**src/sv/sample_format_converter_core_macros.svh**
```systemverilog
// assertion macros for the sample format converter
`ifndef SAMPLE_FORMAT_CONVERTER_CORE_MACROS_SVH
`define SAMPLE_FORMAT_CONVERTER_CORE_MACROS_SVH

`ifndef ASSERT_OFF
// condition holds in the same cycle
`define SFC_ASSERT_NOW(lbl, ante, cons) \
  lbl: assert property (@(posedge clk) disable iff (rst) (ante) |-> (cons)) \
    else $error("sfc assertion failed");
// condition holds in the next cycle
`define SFC_ASSERT_NEXT(lbl, ante, cons) \
  lbl: assert property (@(posedge clk) disable iff (rst) (ante) |=> (cons)) \
    else $error("sfc assertion failed");
`else
`define SFC_ASSERT_NOW(lbl, ante, cons)
`define SFC_ASSERT_NEXT(lbl, ante, cons)
`endif

`endif

```
**src/sv/sfc_pkg.sv**
```systemverilog
package sfc_pkg;

  typedef enum logic [1:0] {
    MODE_COPY = 2'd0,
    MODE_I2F  = 2'd1,
    MODE_F2I  = 2'd2,
    MODE_I2I  = 2'd3
  } mode_t;

  typedef enum logic [2:0] {
    REG_MODE   = 3'd0,
    REG_SRC    = 3'd1,
    REG_DST    = 3'd2,
    REG_GAIN   = 3'd3,
    REG_OFFSET = 3'd4
  } reg_idx_t;

  localparam logic [4:0]  SRC_BITS_RST = 5'd8;
  localparam logic [4:0]  DST_BITS_RST = 5'd16;
  localparam logic [4:0]  F2I_DST_BITS = 5'd16;
  localparam logic [31:0] GAIN_RST     = 32'h3F80_0000;
  localparam logic [31:0] OFFSET_RST   = 32'h0000_0000;
  localparam logic [31:0] DEFAULT_NAN  = 32'hFFC0_0000;
  localparam logic [30:0] MAX16_MAG    = 31'h477F_FF00;

  // unnormalized float value on its way to rounding
  typedef struct packed {
    logic               sgn;
    logic signed [11:0] exp;
    logic [51:0]        man;
    logic               stk;
    logic               spc;
    logic [31:0]        spc_val;
  } nrm_t;

  typedef struct packed {
    mode_t       mode;
    logic        bad;
    logic [31:0] direct;
  } side_t;

  // leading zero count of a 52 bit word
  function automatic logic [5:0] lzc52(input logic [51:0] v);
    logic [5:0] n;
    logic       found;
    n = 6'd52;
    found = 1'b0;
    for (int i = 51; i >= 0; i--) begin
      if (!found && v[i]) begin
        n = 6'(51 - i);
        found = 1'b1;
      end
    end
    return n;
  endfunction

  // round to nearest even and pack, man has its leading one at bit 51
  function automatic logic [31:0] round_pack(input logic sgn, input logic signed [11:0] e,
                                             input logic [51:0] man, input logic stk);
    logic [51:0]        m2;
    logic [51:0]        mask;
    logic signed [11:0] shv;
    logic [5:0]         sh;
    logic               st;
    logic               st2;
    logic               up;
    logic [7:0]         ef;
    logic [30:0]        pk;
    shv = 12'sd1 - e;
    sh = (shv > 12'sd53) ? 6'd53 : shv[5:0];
    mask = (52'd1 << sh) - 52'd1;
    if (e <= 12'sd0) begin
      m2 = man >> sh;
      st = stk | (|(man & mask));
      ef = 8'd0;
    end else begin
      m2 = man;
      st = stk;
      ef = e[7:0];
    end
    st2 = st | (|m2[26:0]);
    up = m2[27] & (st2 | m2[28]);
    pk = {ef, m2[50:28]} + 31'(up);
    if (e >= 12'sd255) begin
      return {sgn, 8'hFF, 23'd0};
    end
    return {sgn, pk};
  endfunction

  function automatic logic depth_ok(input logic [4:0] d);
    return (d == 5'd8) || (d == 5'd9) || (d == 5'd10) || (d == 5'd12) ||
           (d == 5'd14) || (d == 5'd16);
  endfunction

  // exact conversion of a 16 bit unsigned integer to single
  function automatic logic [31:0] int_to_float(input logic [15:0] x);
    logic [3:0]  lz;
    logic        found;
    logic [15:0] sx;
    logic [7:0]  e;
    lz = 4'd0;
    found = 1'b0;
    for (int i = 15; i >= 0; i--) begin
      if (!found && x[i]) begin
        lz = 4'(15 - i);
        found = 1'b1;
      end
    end
    sx = x << lz;
    e = 8'd142 - 8'(lz);
    if (x == 16'd0) begin
      return 32'd0;
    end
    return {1'b0, e, sx[14:0], 8'd0};
  endfunction

  // round to nearest even and clip to 0..65535
  function automatic logic [31:0] clip16(input logic [31:0] r);
    logic [7:0]  e;
    logic [4:0]  sh;
    logic [4:0]  shm1;
    logic [23:0] x;
    logic [23:0] i;
    logic [23:0] stmask;
    logic        up;
    logic [15:0] res;
    e = r[30:23];
    sh = 5'(8'd150 - e);
    shm1 = sh - 5'd1;
    x = {1'b1, r[22:0]};
    i = x >> sh;
    stmask = (24'd1 << shm1) - 24'd1;
    up = x[shm1] & ((|(x & stmask)) | i[0]);
    res = i[15:0] + 16'(up);
    if (e == 8'hFF && r[22:0] != 23'd0) begin
      return 32'd0;
    end
    if (r[31] || r[30:0] == 31'd0) begin
      return 32'd0;
    end
    if (r[30:0] >= MAX16_MAG) begin
      return 32'd65535;
    end
    if (e < 8'd126) begin
      return 32'd0;
    end
    return {16'd0, res};
  endfunction

endpackage

```
**src/sv/sfc_fmul.sv**
```systemverilog
module sfc_fmul (
  input  logic          clk,
  input  logic          en,
  input  logic [31:0]   a,
  input  logic [31:0]   b,
  output sfc_pkg::nrm_t prod
);
  import sfc_pkg::*;

  logic        a_nan, b_nan, a_inf, b_inf, a_zero, b_zero, sgn;
  logic [7:0]  ea, eb;
  logic [23:0] ma, mb;
  logic [47:0] mprod;
  logic        spc;
  logic [31:0] spc_val;

  // operand classification
  always_comb begin
    a_nan  = (a[30:23] == 8'hFF) && (a[22:0] != 23'd0);
    b_nan  = (b[30:23] == 8'hFF) && (b[22:0] != 23'd0);
    a_inf  = (a[30:23] == 8'hFF) && (a[22:0] == 23'd0);
    b_inf  = (b[30:23] == 8'hFF) && (b[22:0] == 23'd0);
    a_zero = (a[30:0] == 31'd0);
    b_zero = (b[30:0] == 31'd0);
    sgn    = a[31] ^ b[31];
    ea     = (a[30:23] == 8'd0) ? 8'd1 : a[30:23];
    eb     = (b[30:23] == 8'd0) ? 8'd1 : b[30:23];
    ma     = {a[30:23] != 8'd0, a[22:0]};
    mb     = {b[30:23] != 8'd0, b[22:0]};
    mprod  = 48'(ma) * 48'(mb);
    spc     = 1'b1;
    spc_val = {sgn, 31'd0};
    if (a_nan) begin
      spc_val = a | 32'h0040_0000;
    end else if (b_nan) begin
      spc_val = b | 32'h0040_0000;
    end else if ((a_inf && b_zero) || (a_zero && b_inf)) begin
      spc_val = DEFAULT_NAN;
    end else if (a_inf || b_inf) begin
      spc_val = {sgn, 8'hFF, 23'd0};
    end else if (!(a_zero || b_zero)) begin
      spc = 1'b0;
    end
  end

  // mantissa product register
  always_ff @(posedge clk) begin
    if (en) begin
      prod.sgn     <= sgn;
      prod.exp     <= $signed({4'd0, ea}) + $signed({4'd0, eb}) - 12'sd126;
      prod.man     <= {mprod, 4'd0};
      prod.stk     <= 1'b0;
      prod.spc     <= spc;
      prod.spc_val <= spc_val;
    end
  end

endmodule

```
**src/sv/sfc_fadd.sv**
```systemverilog
module sfc_fadd (
  input  logic          clk,
  input  logic          en,
  input  logic [31:0]   a,
  input  logic [31:0]   b,
  output sfc_pkg::nrm_t sum
);
  import sfc_pkg::*;

  logic        a_nan, b_nan, a_inf, b_inf, a_zero, b_zero, swap;
  logic [31:0] x, y;
  logic [7:0]  ex, ey, d;
  logic [49:0] xw, yw, ys, ymask;
  logic        stk;
  logic [50:0] s;
  logic        spc;
  logic [31:0] spc_val;

  // classify, align the smaller operand and add
  always_comb begin
    a_nan  = (a[30:23] == 8'hFF) && (a[22:0] != 23'd0);
    b_nan  = (b[30:23] == 8'hFF) && (b[22:0] != 23'd0);
    a_inf  = (a[30:23] == 8'hFF) && (a[22:0] == 23'd0);
    b_inf  = (b[30:23] == 8'hFF) && (b[22:0] == 23'd0);
    a_zero = (a[30:0] == 31'd0);
    b_zero = (b[30:0] == 31'd0);
    swap   = (b[30:0] > a[30:0]);
    x      = swap ? b : a;
    y      = swap ? a : b;
    ex     = (x[30:23] == 8'd0) ? 8'd1 : x[30:23];
    ey     = (y[30:23] == 8'd0) ? 8'd1 : y[30:23];
    d      = ex - ey;
    xw     = {x[30:23] != 8'd0, x[22:0], 26'd0};
    yw     = {y[30:23] != 8'd0, y[22:0], 26'd0};
    ymask  = (50'd1 << d[5:0]) - 50'd1;
    if (d >= 8'd50) begin
      ys  = 50'd0;
      stk = 1'b1;
    end else begin
      ys  = yw >> d;
      stk = |(yw & ymask);
    end
    ys[0] = ys[0] | stk;
    if (x[31] ^ y[31]) begin
      s = {1'b0, xw} - {1'b0, ys};
    end else begin
      s = {1'b0, xw} + {1'b0, ys};
    end
    spc     = 1'b1;
    spc_val = 32'd0;
    if (a_nan) begin
      spc_val = a | 32'h0040_0000;
    end else if (b_nan) begin
      spc_val = b | 32'h0040_0000;
    end else if (a_inf && b_inf && (a[31] != b[31])) begin
      spc_val = DEFAULT_NAN;
    end else if (a_inf) begin
      spc_val = a;
    end else if (b_inf) begin
      spc_val = b;
    end else if (a_zero && b_zero) begin
      spc_val = {a[31] & b[31], 31'd0};
    end else if (a_zero) begin
      spc_val = b;
    end else if (b_zero) begin
      spc_val = a;
    end else if (s != 51'd0) begin
      spc = 1'b0;
    end
  end

  // aligned sum register
  always_ff @(posedge clk) begin
    if (en) begin
      sum.sgn     <= x[31];
      sum.exp     <= $signed({4'd0, ex}) + 12'sd1;
      sum.man     <= {s, 1'b0};
      sum.stk     <= 1'b0;
      sum.spc     <= spc;
      sum.spc_val <= spc_val;
    end
  end

endmodule

```
**src/sv/sfc_nrm_rnd.sv**
```systemverilog
module sfc_nrm_rnd (
  input  logic          clk,
  input  logic          en,
  input  sfc_pkg::nrm_t raw,
  output logic [31:0]   res
);
  import sfc_pkg::*;

  nrm_t       norm;
  logic [5:0] lz;

  assign lz = lzc52(raw.man);

  // normalize stage
  always_ff @(posedge clk) begin
    if (en) begin
      norm.sgn     <= raw.sgn;
      norm.man     <= raw.man << lz;
      norm.exp     <= raw.exp - $signed({6'd0, lz});
      norm.stk     <= raw.stk;
      norm.spc     <= raw.spc;
      norm.spc_val <= raw.spc_val;
    end
  end

  // round stage
  always_ff @(posedge clk) begin
    if (en) begin
      res <= norm.spc ? norm.spc_val : round_pack(norm.sgn, norm.exp, norm.man, norm.stk);
    end
  end

endmodule

```
**src/sv/sample_format_converter_core.sv**
```systemverilog
// one request per cycle accepted while the output register is empty or taken
// stages: front decode, multiply, normalize, round, add, normalize, round, output
// the whole pipeline advances whenever the output register is empty or taken
// reset: synchronous, clears all stage valid bits and loads register defaults
// (copy mode, 8 bit source, 16 bit destination, gain 1.0, offset 0.0)
`include "sample_format_converter_core_macros.svh"

module sample_format_converter_core (
  input  logic        clk,
  input  logic        rst,
  input  logic        in_valid,
  output logic        in_ready,
  input  logic [31:0] in_sample,
  output logic        out_valid,
  input  logic        out_ready,
  output logic [31:0] out_sample,
  output logic        bad_combination,
  input  logic        cfg_wr_en,
  input  logic [2:0]  cfg_index,
  input  logic [31:0] cfg_data
);
  import sfc_pkg::*;

  localparam int STAGES = 7;

  mode_t       conv_mode;
  logic [4:0]  src_bits, dst_bits;
  logic [31:0] gain_bits, offset_bits;

  logic              en;
  logic [STAGES-1:0] vld;
  side_t             side [STAGES];
  side_t             side_in;
  logic [31:0]       a_in, a_q;
  logic [15:0]       int_val;
  logic [23:0]       shifted, maxv;
  nrm_t              prod, sum;
  logic [31:0]       p_val, r_val;
  mode_t             out_mode;

  assign en        = !out_valid || out_ready;
  assign in_ready  = en;

  // configuration registers
  always_ff @(posedge clk) begin
    if (rst) begin
      conv_mode   <= MODE_COPY;
      src_bits    <= SRC_BITS_RST;
      dst_bits    <= DST_BITS_RST;
      gain_bits   <= GAIN_RST;
      offset_bits <= OFFSET_RST;
    end else if (cfg_wr_en) begin
      case (cfg_index)
        REG_MODE:   conv_mode   <= mode_t'(cfg_data[1:0]);
        REG_SRC:    src_bits    <= cfg_data[4:0];
        REG_DST:    dst_bits    <= cfg_data[4:0];
        REG_GAIN:   gain_bits   <= cfg_data;
        REG_OFFSET: offset_bits <= cfg_data;
        default: ;
      endcase
    end
  end

  // front decode: depth checks, integer paths, float operand
  always_comb begin
    int_val = (src_bits == 5'd8) ? {8'd0, in_sample[7:0]} : in_sample[15:0];
    shifted = {8'd0, int_val} << (dst_bits - src_bits);
    maxv    = (24'd1 << dst_bits) - 24'd1;
    side_in.mode   = conv_mode;
    side_in.bad    = 1'b0;
    side_in.direct = 32'd0;
    a_in           = in_sample;
    case (conv_mode)
      MODE_COPY: begin
        side_in.direct = in_sample;
      end
      MODE_I2F: begin
        side_in.bad = !depth_ok(src_bits);
        a_in        = int_to_float(int_val);
      end
      MODE_F2I: begin
        side_in.bad = (dst_bits != F2I_DST_BITS);
      end
      MODE_I2I: begin
        side_in.bad = !depth_ok(src_bits) || !depth_ok(dst_bits) || (dst_bits < src_bits);
        if (!side_in.bad) begin
          side_in.direct = {8'd0, (shifted > maxv) ? maxv : shifted};
        end
      end
      default: ;
    endcase
  end

  // valid bits and side data move with the stages
  always_ff @(posedge clk) begin
    if (rst) begin
      vld       <= '0;
      out_valid <= 1'b0;
    end else if (en) begin
      vld       <= {vld[STAGES-2:0], in_valid};
      out_valid <= vld[STAGES-1];
    end
  end

  always_ff @(posedge clk) begin
    if (en) begin
      side[0] <= side_in;
      a_q     <= a_in;
      for (int k = 1; k < STAGES; k++) begin
        side[k] <= side[k-1];
      end
    end
  end

  // gain multiply, then offset add
  sfc_fmul u_fmul (.clk(clk), .en(en), .a(a_q), .b(gain_bits), .prod(prod));
  sfc_nrm_rnd u_mul_rnd (.clk(clk), .en(en), .raw(prod), .res(p_val));
  sfc_fadd u_fadd (.clk(clk), .en(en), .a(p_val), .b(offset_bits), .sum(sum));
  sfc_nrm_rnd u_add_rnd (.clk(clk), .en(en), .raw(sum), .res(r_val));

  // output register
  always_ff @(posedge clk) begin
    if (en) begin
      out_mode        <= side[STAGES-1].mode;
      bad_combination <= side[STAGES-1].bad;
      if (side[STAGES-1].bad) begin
        out_sample <= 32'd0;
      end else begin
        case (side[STAGES-1].mode)
          MODE_I2F: out_sample <= r_val;
          MODE_F2I: out_sample <= clip16(r_val);
          default:  out_sample <= side[STAGES-1].direct;
        endcase
      end
    end
  end

  `SFC_ASSERT_NOW(a_bad_zero, out_valid && bad_combination, out_sample == 32'd0)
  `SFC_ASSERT_NOW(a_copy_ok, out_valid && out_mode == MODE_COPY, !bad_combination)
  `SFC_ASSERT_NOW(a_f2i_range, out_valid && out_mode == MODE_F2I, out_sample[31:16] == 16'd0)

endmodule
```
**config.mk**
```make
export PLATFORM = sky130hd
export DESIGN_NAME = sample_format_converter_core
export DESIGN_NICKNAME = d
export VERILOG_FILES = /design/src/sv/sfc_pkg.sv /design/src/sv/sfc_fmul.sv /design/src/sv/sfc_fadd.sv /design/src/sv/sfc_nrm_rnd.sv /design/src/sv/sample_format_converter_core.sv
export VERILOG_INCLUDE_DIRS = /design/src /design/src/sv
export SDC_FILE = /design/constraint.sdc
export NUM_CORES = 2
export LEC_CHECK = 0
export BUFFER_PORTS_ARGS = -buffer_cell sky130_fd_sc_hd__buf_2
export CAP_MARGIN = 5
export CORE_ASPECT_RATIO = 0.7
export CORE_UTILIZATION = 49
export DETAILED_ROUTE_END_ITERATION = 6
export GPL_TIMING_DRIVEN = 0
export PLACE_DENSITY = 0.67
export SYNTH_ARGS = -nofsm -noshare
export SYNTH_HDL_FRONTEND = slang
export SYNTH_HIERARCHICAL = 1
export SYNTH_SLANG_ARGS = --single-unit
```
**constraint.sdc**
```tcl
create_clock -name clk -period 40.1 [get_ports clk]
set_input_delay 4.01 -clock clk [delete_from_list [all_inputs] [get_ports clk]]
set_output_delay 4.01 -clock clk [all_outputs]
set_load 0.005 [all_outputs]
```
==> summary.md <==
| Metric | Value |
|---|---|
| Status | finished with violations |
| Failing checks | design-rule violations, max-capacitance violations |
| I/O Buffers | 96 |
| Unique masters post-synth | 142 |
| Largest net degree at the start of global routing | 115 |
| Hold Crit Class | flip-flop to flip-flop |
| P_sw | 3770 uW |
| Initial antenna violation count | 35 |
| Final slew viol count | 0 |
| Int Pwr | 3040 uW |
| Worst slew pin tran | 1.48 ns |
| Avg Cell Area, Syn | 8.89 um^2 |
| Final core occ | 53.4% |
| Headroom to the max-slew limit | 0.480% |
| Setup violations, final | 0 |
| Crit Path Max Fanout | 10 |
| Period minus WS final | 15.98 ns |
| Total number of vias | 81300 |
| Root buffer cell | clkbuf_16 |
| Row count | 126 |
| Worst Setup End Kind | flip-flop |
| Hpwl dp | 294000 um |
| CTS tree | done |
| Clock sinks | 842 |
| Comb pwr share | 65.0% |
| Die Footprint | 172000 um^2 |
| Unrepaired setup endpoints after global routing | false |
| Post-CTS Resized | 0 |
| YS warnings | 6 |
| Fraction of layout cells with a size suffix above 1 | 7.19% |
| Placed cell count | 11800 |
| Most frequent cells in the layout | nand2_1 (1183), inv_1 (761), edfxtp_1 (758) |
| Routed WL per cell | 31.0 um |
| DP Worst Slack | 25.21 ns |
| Crit path DAT | 16.52 ns |
| CP delay by family, top | compound AO/OA/AOI/OAI gates |
| CP most frequent cell | a21oi_1 |
| Final Skew | 0.0749 ns |
| Peak VDD IR | 42.0 uV |
| Main synth FF type | edfxtp_1 |
| Post-synth ARST share | 0% |
| Remaining DRCs | 1 |
| Inserted Clock Buffers | 85 |
| Vias in the first global route | 74700 |
| ANT nets after route | 0 |
| Synth Instances | 9395 |
| Placeable Area | 169000 um^2 |
| Post-CTS setup buffers | 0 |
| Max-Cap Viols | 1 |
| First-pass GRT wire length | 526000 um |
| Pwr Density | 75.4 nW/um^2 |
| TNS Setup | 0 ns |
| Worst-Skew Late Latency | 0.76 ns |
| Flops & latches, synth | 842 |
| Synth area leaders | edfxtp_1 (27%), fa_1 (12%), nand2_1 (5.3%), ha_1 (5.1%), mux2i_1 (4.2%) |
| Grt total ovfl | 0 |
| Critical path launch point type | flip-flop |
| Static Leak | 0.0365 uW |
| Hold Buf Count CTS | 0 |
| Worst path bufs/invs | 12 |
| Clock-pin slew on the worst setup and hold paths | 0.09 ns |
| Placer congestion estimate | 1.09 |
| Finished Layout Cells | 11900 |
| Commonest non-fill, non-tap cell in the layout | nand2_1 |
| Yosys top cell by area | edfxtp_1 |
| Final Hold Fails | 0 |
| H-Tree Depth | 3 |
| Die Y | 347 um |
| Area delta synth->final | 8.01% |
| Mapped cell area | 83600 um^2 |
| Total wire length | 370000 um |
| Final period util | 39.8% |
| Yosys top cell area share | 27.2% |
| Tot GR Track Use | 41.8% |
| Number of synthesized flops with an enable pin | 758 |
| Final nets | 10500 |
| Clock Path Buffers | 3 |
| Final WS setup | 24.12 ns |
| DIE WIDTH | 496 um |
| Slowest CP cell | a211oi_1 |
| Reg power frac | 22.4% |
| Worst path required time | 40.64 ns |
| Crit Path Category | flip-flop to flip-flop |
| DRT iter0 DRCs | 13200 |
| Slowest stage delay, CP | 1.16 ns |
| Router iterations before antenna repair | 7 |
| Net Sw Frac | 55.4% |
| Num ports | 107 |
| Initial Util | 49.4% |
| Vias per Instance | 6.81 |
| Fmax | 0.0626 GHz |
| Sequential fraction of the synthesis area | 29.3% |
| Clock power frac | 12.7% |
-- path summary, 6_finish.rpt --
check,startpoint,end,slack [ns],cells past startpoint
max reg2reg,u_mul_rnd/res[24],u_fadd/sum[32],24.12,54
min,side[5][18],side[6][18],0.37,0
min reg2reg,side[5][18],side[6][18],0.37,0
max,u_mul_rnd/res[24],u_fadd/sum[32],24.12,54
-- flip-flops by register name, summed over array words and instances, names as in the netlist, 92 cells and up --
register / cells
u_fadd/sum: 94
u_mul_rnd/norm: 99
u_fmul/prod: 92
u_add_rnd/norm: 99
side: 245
-- area by class of cell --
type                            instances  area, um^2
Clock buffer                          102        2220
Multi-Input combinational cell       7110       53400
Tap cell                             2240        2800
Fill cell                           15600       78800
Sequential cell                       842       24400
Antenna cell                           16        40.0
Timing Repair Buffer                  115         773
Buffer                                675        2850
Inverter                              776        2920
Clock inverter                         57         811
-- cells by family (layout without fill, tap and decap cells) --
logic type                 Yosys count  in the layout  share of synthesized area (%)
buffers and inverters             1451           1725                           6.89
other                                2             26                        0.00899
xor gates and xnor gates           228            228                           2.49
and+or+nand+nor                   3233           3233                           18.9
muxes                              503            503                           7.03
DFF                                842            842                           29.3
AOI/OAI and AO/OA                 2307           2307                           18.7
adders and majority gates          829            829                           16.8
-- synthesized netlist by cell type, types with 105 or more instances --
| master | n |
|---|---|
| nand2_1 | 1183 |
| nand3_1 | 221 |
| inv_1 | 761 |
| edfxtp_1 | 758 |
| o211ai_1 | 105 |
| nor3_1 | 204 |
| nor2_1 | 629 |
| clkbuf_1 | 490 |
| fa_1 | 487 |
| mux2i_1 | 354 |
| ha_1 | 342 |
| o21ai_0 | 453 |
| xnor2_1 | 139 |
| a21oi_1 | 551 |
| and2_1 | 311 |
| nor4_1 | 133 |
-- power groups by stage --
| stage | logic, uW | registers, uW | clock network [uW] |
|---|---|---|---|
| floorplan | 2700 | 1350 | 0 |
| finish | 4420 | 1520 | 861 |
| detailed placement | 4110 | 1510 | 0 |
| global placement | 4130 | 1510 | 0 |
| CTS | 4130 | 1490 | 870 |
| global route | 4570 | 1530 | 901 |
-- per-stage QoR --
stage | area (um^2) | total power (uW) | hold slack, ns
2_1_floorplan | 83600 | 4050 | 0.400
3_3_place_gp | 86900 | 5630 | 0.401
3_5_place_dp | 87100 | 5620 | 0.405
4_1_cts | 90200 | 6490 | 0.380
5_1_grt | 90200 | 7000 | 0.393
6_report | 90200 | 6810 | 0.374
-- layer usage --
metal | vias up | global-route usage, % | part of all wire, %
li1 | 34200 | - | -
met1 | 39400 | 63.2 | 43
met2 | 6832 | 49.7 | 35
met3 | 790 | 21.6 | 19
met4 | 34 | 11.8 | 3.2
met5 | - | 0.784 | 0.11
-- worst reg2reg max path, delay by kind of cell, from the launching register on --
family | cells | cell delay (ns)
adder cells (fa/ha/maj) | 4 | 1.15
XOR/XNOR | 1 | 0.16
flip-flops | 1 | 0.46
AO/OA/AOI/OAI | 21 | 5.67
AND/OR/NAND/NOR | 16 | 4.62
buffers and inverters | 12 | 3.76
(Power assumes the default switching activity.)
